### src/rtl/bmhq_pkg.sv
// ----------------------------------------------------------------------------
// bmhq_pkg
// Shared types and constants for the binary min-heap priority queue.
// ----------------------------------------------------------------------------
package bmhq_pkg;

    localparam int CAPACITY = 64;
    localparam int KEY_W    = 64;
    localparam int TAG_W    = 16;
    localparam int FUNC_W   = 2;
    localparam int STAT_W   = 2;
    localparam int CNT_W    = $clog2(CAPACITY + 1);
    localparam int ADDR_W   = $clog2(CAPACITY);

    localparam logic [FUNC_W-1:0] FN_INSERT = 2'd0;
    localparam logic [FUNC_W-1:0] FN_DELETE = 2'd1;
    localparam logic [FUNC_W-1:0] FN_PEEK   = 2'd2;

    localparam logic [STAT_W-1:0] ST_OK    = 2'd0;
    localparam logic [STAT_W-1:0] ST_EMPTY = 2'd1;
    localparam logic [STAT_W-1:0] ST_FULL  = 2'd2;

    typedef struct packed {
        logic [KEY_W-1:0] key;
        logic [TAG_W-1:0] tag;
    } entry_t;

    typedef enum logic [3:0] {
        OP_NONE,
        OP_LATCH,
        OP_SET_FULL,
        OP_SET_EMPTY,
        OP_INS_SETUP,
        OP_RD_ROOT,
        OP_DEL_SETUP,
        OP_UP_READ,
        OP_UP_MOVE,
        OP_DN_READ,
        OP_DN_MOVE,
        OP_WRITE_ITEM,
        OP_LOAD_OUT
    } dp_op_t;

    typedef struct packed {
        dp_op_t op;
    } dp_cmd_t;

    typedef struct packed {
        logic is_insert;
        logic is_remove;
        logic is_delete;
        logic full;
        logic empty;
        logic last_one;
        logic at_root;
        logic parent_le;
        logic no_child;
        logic best_is_pos;
    } dp_sts_t;

endpackage

### src/rtl/bmhq_ctrl.sv
// ----------------------------------------------------------------------------
// bmhq_ctrl
// Sequencer for the heap queue: decodes a transfer, steps the sift up or
// sift down one level per compare, and owns both handshakes.
// ----------------------------------------------------------------------------
module bmhq_ctrl (
    input  logic               clk,
    input  logic               rst_n,
    input  logic               in_valid,
    output logic               in_stall,
    output logic               out_valid,
    input  logic               out_stall,
    input  bmhq_pkg::dp_sts_t  sts,
    output bmhq_pkg::dp_cmd_t  cmd
);

    typedef enum logic [7:0] {
        S_IDLE    = 8'b0000_0001,
        S_DECODE  = 8'b0000_0010,
        S_DEL_SET = 8'b0000_0100,
        S_UP_RD   = 8'b0000_1000,
        S_UP_CMP  = 8'b0001_0000,
        S_DN_RD   = 8'b0010_0000,
        S_DN_CMP  = 8'b0100_0000,
        S_RESP    = 8'b1000_0000
    } state_t;

    state_t state_reg, state_next;
    logic   out_valid_reg, out_valid_next;
    logic   load_out;

    always_comb
    begin
        state_next = state_reg;
        cmd.op     = bmhq_pkg::OP_NONE;
        load_out   = 1'b0;
        unique case (state_reg)
            S_IDLE:
            begin
                if (in_valid)
                begin
                    cmd.op     = bmhq_pkg::OP_LATCH;
                    state_next = S_DECODE;
                end
            end
            S_DECODE:
            begin
                priority if (sts.is_insert)
                begin
                    if (sts.full)
                    begin
                        cmd.op     = bmhq_pkg::OP_SET_FULL;
                        state_next = S_RESP;
                    end
                    else
                    begin
                        cmd.op     = bmhq_pkg::OP_INS_SETUP;
                        state_next = S_UP_RD;
                    end
                end
                else if (sts.is_remove)
                begin
                    if (sts.empty)
                    begin
                        cmd.op     = bmhq_pkg::OP_SET_EMPTY;
                        state_next = S_RESP;
                    end
                    else
                    begin
                        cmd.op     = bmhq_pkg::OP_RD_ROOT;
                        state_next = S_DEL_SET;
                    end
                end
                else
                begin
                    state_next = S_RESP;
                end
            end
            S_DEL_SET:
            begin
                cmd.op = bmhq_pkg::OP_DEL_SETUP;
                if (sts.is_delete && !sts.last_one)
                begin
                    state_next = S_DN_RD;
                end
                else
                begin
                    state_next = S_RESP;
                end
            end
            S_UP_RD:
            begin
                if (sts.at_root)
                begin
                    cmd.op     = bmhq_pkg::OP_WRITE_ITEM;
                    state_next = S_RESP;
                end
                else
                begin
                    cmd.op     = bmhq_pkg::OP_UP_READ;
                    state_next = S_UP_CMP;
                end
            end
            S_UP_CMP:
            begin
                if (sts.parent_le)
                begin
                    cmd.op     = bmhq_pkg::OP_WRITE_ITEM;
                    state_next = S_RESP;
                end
                else
                begin
                    cmd.op     = bmhq_pkg::OP_UP_MOVE;
                    state_next = S_UP_RD;
                end
            end
            S_DN_RD:
            begin
                if (sts.no_child)
                begin
                    cmd.op     = bmhq_pkg::OP_WRITE_ITEM;
                    state_next = S_RESP;
                end
                else
                begin
                    cmd.op     = bmhq_pkg::OP_DN_READ;
                    state_next = S_DN_CMP;
                end
            end
            S_DN_CMP:
            begin
                if (sts.best_is_pos)
                begin
                    cmd.op     = bmhq_pkg::OP_WRITE_ITEM;
                    state_next = S_RESP;
                end
                else
                begin
                    cmd.op     = bmhq_pkg::OP_DN_MOVE;
                    state_next = S_DN_RD;
                end
            end
            S_RESP:
            begin
                if (!out_valid_reg || !out_stall)
                begin
                    cmd.op     = bmhq_pkg::OP_LOAD_OUT;
                    load_out   = 1'b1;
                    state_next = S_IDLE;
                end
            end
            default:
            begin
                state_next = S_IDLE;
            end
        endcase
    end

    always_comb
    begin
        out_valid_next = out_valid_reg;
        if (load_out)
        begin
            out_valid_next = 1'b1;
        end
        else if (out_valid_reg && !out_stall)
        begin
            out_valid_next = 1'b0;
        end
    end

    always_ff @(posedge clk or negedge rst_n)
    begin
        if (!rst_n)
        begin
            state_reg     <= S_IDLE;
            out_valid_reg <= 1'b0;
        end
        else
        begin
            state_reg     <= state_next;
            out_valid_reg <= out_valid_next;
        end
    end

    assign in_stall  = (state_reg != S_IDLE);
    assign out_valid = out_valid_reg;

    a_accept_decodes: assert property (@(posedge clk) disable iff (!rst_n)
        in_valid && !in_stall |=> state_reg == S_DECODE)
        else $error("accepted transfer did not enter decode");

    a_out_from_resp: assert property (@(posedge clk) disable iff (!rst_n)
        $rose(out_valid_reg) |-> $past(state_reg == S_RESP))
        else $error("result appeared outside the response step");

    a_resp_holds: assert property (@(posedge clk) disable iff (!rst_n)
        state_reg == S_RESP && out_valid_reg && out_stall |=> state_reg == S_RESP)
        else $error("result dropped while output register was occupied");

    a_cmp_after_read: assert property (@(posedge clk) disable iff (!rst_n)
        state_reg == S_UP_CMP || state_reg == S_DN_CMP |->
        $past(state_reg == S_UP_RD) || $past(state_reg == S_DN_RD))
        else $error("compare step without a preceding memory read");

endmodule

### config.mk
export PLATFORM = sky130hd
export DESIGN_NAME = bmhq_ctrl
export DESIGN_NICKNAME = d
export VERILOG_FILES = /design/src/rtl/bmhq_pkg.sv /design/src/rtl/bmhq_ctrl.sv
export SDC_FILE = /design/constraint.sdc
export NUM_CORES = 1
export LEC_CHECK = 0
export BUFFER_PORTS_ARGS = -buffer_cell sky130_fd_sc_hd__buf_2
export CAP_MARGIN = 30
export CORE_MARGIN = 2
export CORE_UTILIZATION = 39
export DETAILED_ROUTE_END_ITERATION = 8
export HOLD_SLACK_MARGIN = 0.05
export PLACE_DENSITY = 0.68
export REMOVE_ABC_BUFFERS = 1
export SETUP_SLACK_MARGIN = 0.02
export SLEW_MARGIN = 30
export SYNTH_ARGS = -nofsm -noshare
export SYNTH_HDL_FRONTEND = slang
export SYNTH_SLANG_ARGS = --single-unit
export TNS_END_PERCENT = 30
### constraint.sdc
create_clock -name clk -period 2.8 [get_ports clk]
set_input_delay 0.14 -clock clk [delete_from_list [all_inputs] [get_ports clk]]
set_output_delay 0.14 -clock clk [all_outputs]
set_load 0.005 [all_outputs]
=== Word level (Yosys, flattened, before mapping) ===
Cells that the tools add are included.

* Register bits after elaboration: 9
* Input port bits: 14
* Output and inout port bits: 6

* Equal/unequal tests: 11
* Muxes and demuxes: 27
* Reduce and logical (&&, ||, !) cells: 8

{| class="wikitable"
|+ Operators by type and width
! operator !! number
|-
| 2-to-1 mux 8 bit || 11
|-
| case mux 8 bit (8 select lines) || 1
|-
| case mux 4 bit (8 select lines) || 1
|-
| 2-to-1 mux 4 bit || 3
|-
| 2-to-1 mux 3 bit || 3
|-
| equality test 8 x 1 -> 1 bit, second input constant || 1
|-
| equality test 8 x 2 -> 1 bit, second input constant || 1
|-
| equality test 8 x 3 -> 1 bit, second input constant || 1
|-
| equality test 8 x 4 -> 1 bit, second input constant || 1
|-
| equality test 8 x 5 -> 1 bit, second input constant || 1
|-
| equality test 8 x 6 -> 1 bit, second input constant || 1
|-
| equality test 8 x 7 -> 1 bit, second input constant || 1
|-
| equality test 8 bit, second input constant || 1
|-
| inequality test 8 x 1 -> 1 bit, second input constant || 1
|-
| 2-to-1 mux 1 bit || 6
|-
| 2-to-1 mux 2 bit || 2
|-
| inequality test 2 bit, second input constant || 2
|-
| logical NOT 1 bit || 3
|-
| logical AND 1 bit || 2
|-
| AND reduction 2 bit || 1
|-
| nonzero test 2 bit || 1
|-
| logical OR 1 bit || 1
|}

=== Longest topological paths before layout ===
* Depth after elaboration: 5
* Mapped depth: 5
* Mapped depth without buffers: 5

=== Worst setup path before layout ===
OpenSTA, ideal clock, no wires.

* Path kind: register to register
* Start point: register state_reg[6]
* End point: register state_reg[0]
* Setup time: 0.078 ns
* Arrival time: 1.654 ns
* Setup slack: 1.069 ns
* Stages on the path, launching flop included: 6
* Buffers on the path: 0
* Clock period less this slack: 1.731 ns
* Cell sequence: dfrtp_1 -> or4_4 -> or3_4 -> o21ai_2 -> o32ai_1 -> and2_1

* Word-level cells in the longest chain between the ends: 3
* Elaborated cells between the ends (all ways): 12
* Those cells by class: eq/ne (10); mux (1); reduce/logical (1)

{| class="wikitable"
|+ RTL lines
! what !! line !! RTL
|-
| start, declared || bmhq_ctrl.sv:28 || <nowiki>state_t state_reg, state_next;</nowiki>
|-
| start signal, assigned || bmhq_ctrl.sv:181 || <nowiki>state_reg <= state_next;</nowiki>
|-
| equality test 8 bit / equality test 8 x 1 -> 1 bit (equally long branches) || bmhq_ctrl.sv:37 || <nowiki>unique case (state_reg)</nowiki>
|-
| inequality test 2 bit (no line) || n/a ||
|-
| AND reduction 2 bit (no line) || n/a ||
|}

Several ways; a longest one is shown, not always the timed one.
A chain may end at the register's enable or synchronous reset.

==> impl_results.md <==
- CTS Buffer Depth: 2
- Max Clk Rate: 453.0 MHz
- Clk pwr share: 20.3%
- Core box area: 0.001506 mm2
- Initial Util: 42.03%
- I/O pin cnt: 20
- Drt initial violations: 10
- Die height: 44.29 um
- Final worst path period share: 78.84%
- ANT cells: 0
- Pleak: 0.3965 nW
- Reg2reg end: state_reg[0]
- DR WL/cell: 13.89 um
- Post-CTS Setup Inserts: 0
- Synth Area per Inst: 8.556 um2
- Latest clock arrival within the worst-skew pair: 260 ps
- #FFs+latches synth: 9
- Final Max Slew Viols: 0
- Period minus WS final: 2208 ps
- Switching Fraction: 37.56%
- Least-Margin Pin Slew: 394.7 ps
- Area of the mapped netlist: 633.1 um2
- Gr ovfl total: 0
- CTS tree: yes
- Synth top area share: 31.62%
- Yosys warnings: 0
- Setup slack, reg-to-reg: 970 ps
- Worst setup SP type: register
- Final Hold Viols: 0
- Most numerous cell in the Yosys netlist: nand2_1
- Part of the Yosys area used for sequential elements: 35.77%
- Number of flip-flops in the largest register: 8
- Synth cell types: 33
- Comb pwr share: 43.5%
- Top layer in use: met4
- Max Fanout on Critical Path: 6
- CTS-repair resized insts: 0
- CTS root buf: clkbuf_4
- Total Wirelength: 1597 um
- Sequential share of power: 36.2%
- RSZ-0062 raised after global routing: no
- Most used flip-flop cell after synthesis: dfrtp_1
- Hold Buf Count CTS: 1
- Hpwl dp: 1287 um
- Largest net degree at the start of global routing: 10
- Gr usage total: 19.68%
- Hold path startpoint: sts[1]
- Routed met3 length: 77 um
- Final Core Density: 52.57%
- H-tree Lvls: 1
- Clock Skew: 2.100 ps
- DRT antenna net count: 0
- Min-delay worst type: in2reg
- Global-route wire length before repair: 2829 um
- Die Footprint: 0.001962 mm2
- Reg2reg start: state_reg[6]
- Internal power: 0.0003139 W
- Post-synth top cells: nand2_1 (9), dfrtp_1 (8), nor2_1 (7)
- Setup CP Type: reg2out
- Rows: 14
- Hold Path Sink: state_reg[6]
- Worst reg2reg path depth: 5
- Die X: 44.29 um
- Cell taking the most area after synthesis: dfrtp_1
- WP data required: 2660 ps
- Clock sinks: 9
- Fin nets: 114
- Initial antenna violation count: 0
- Hold Path Depth: 2
- Layout cells sized above 1: 34.34%
- DRC violations left: 0
- Endpoints failing setup: 0
- Final Wtd Congestion: 0.8425
- Clk slew on worst S/H paths: 70 ps
- Area Overhead vs Synth: 25.10%
- WL met2: 762 um
- Status: finished clean
- Gate Count Post-Synth: 74
- Pre-Repair DR Iteration Count: 4
- Post-synth EDFFs: 0
- Top cells by area, synth: dfrtp_1 (32%), nand2_1 (5.3%), nand3_1 (4.7%)
- PD cells: 634.8 mW/mm2
- CTS Buf Count: 3
- Via count: 655
- Total Neg Setup Slack: 0 ps
- WP data arrival: 2070 ps
- Vias in the first global route: 698
- PortBufs: 19
- Crit path capture type: output port
- Vias per cell: 5.696
- Maxcap violations: 0
- Worst VDD drop: 0.0003278 V
- Fillers: 152
- Wire length on met1: 731 um
- Relative slew slack: 73.32%
- Net Sw Power: 0.0001888 W
- Ys async rst share: 100.0%
-- cell type report --
type	instances	area [um2]	area share, %
clock buffer	4	26.28	3.318
inverter	3	11.26	1.422
multi-input combinational	62	395.4	49.92
sequential	9	226.5	28.59
timing repair buffer	21	112.6	14.22
tap	16	20.02	2.528
-- cell families (layout without fill, tap and decap cells) --
group,after synthesis,in the layout,synth area share (%)
AND/OR/NAND/NOR,47,47,46.05
AO/OA/AOI/OAI,15,15,16.41
flip-flops,9,9,35.77
buffers and inverters,3,28,1.779
-- stage by stage --
| step | hold slack [ps] | setup slack (ps) | power (W) | area, um2 | instances |
|---|---|---|---|---|---|
| 6_report | 56.09 | 592.4 | 0.0005027 | 792.0 | 115 |
| 5_1_grt | 53.04 | 507.6 | 0.0005437 | 792.0 | 115 |
| 4_1_cts | 51.36 | 595.5 | 0.0005050 | 792.0 | 115 |
| 3_5_place_dp | 14.80 | 882.9 | 0.0003980 | 755.7 | 110 |
| 3_3_place_gp | 11.02 | 935.2 | 0.0003946 | 755.7 | 110 |
| 2_1_floorplan | -155.6 | 1069 | 0.0003239 | 633.1 | 74 |
-- power by group through the flow --
stage | registers, W | logic, W | clock network [W]
3_5_place_dp | 0.000182 | 0.000216 | 0
4_1_cts | 0.000181 | 0.000219 | 0.000106
5_1_grt | 0.000187 | 0.000242 | 0.000115
6_report | 0.000182 | 0.000219 | 0.000102
2_1_floorplan | 0.000177 | 0.000147 | 0
3_3_place_gp | 0.000182 | 0.000212 | 0
-- metal layers --
metal	up-vias	global-route usage [%]
met5	-	0
met3	4	3.673
li1	325	-
met4	0	9.697
met1	310	24.11
met2	16	32.94
-- placed cells by master (no fill, tap or decap), types with 2 or more instances in the layout --
cell type  instances
a21oi_1            2
and2b_2            3
and4b_2            2
buf_2             19
clkbuf_4           3
dfrtp_1            8
inv_1              3
nand2_1            9
nand2b_1           3
nand3_1            6
nand4b_1           2
nor2_1             7
nor2b_1            3
nor3_1             2
o21ai_0            3
o32ai_1            2
-- how the worst max path moves through the flow --
stage	from	end	slack, ps	cells after the start
5_1_grt	state_reg[6]	cmd[1]	510	6
3_5_place_dp	state_reg[6]	cmd[1]	880	6
3_3_place_gp	state_reg[6]	cmd[1]	940	6
4_1_cts	state_reg[6]	cmd[1]	600	6
2_1_floorplan	state_reg[6]	state_reg[0]	1070	5
6_report	state_reg[6]	cmd[1]	590	6
-- worst max-delay path, cell delays in order (launching register included) --
cell and delay, ps:
dfrtp_1 420, or4_4 570, or3_4 380, nor2_1 180, nor3_1 70, o21ai_0 60
buf_2 130
(Power assumes the default switching activity.)
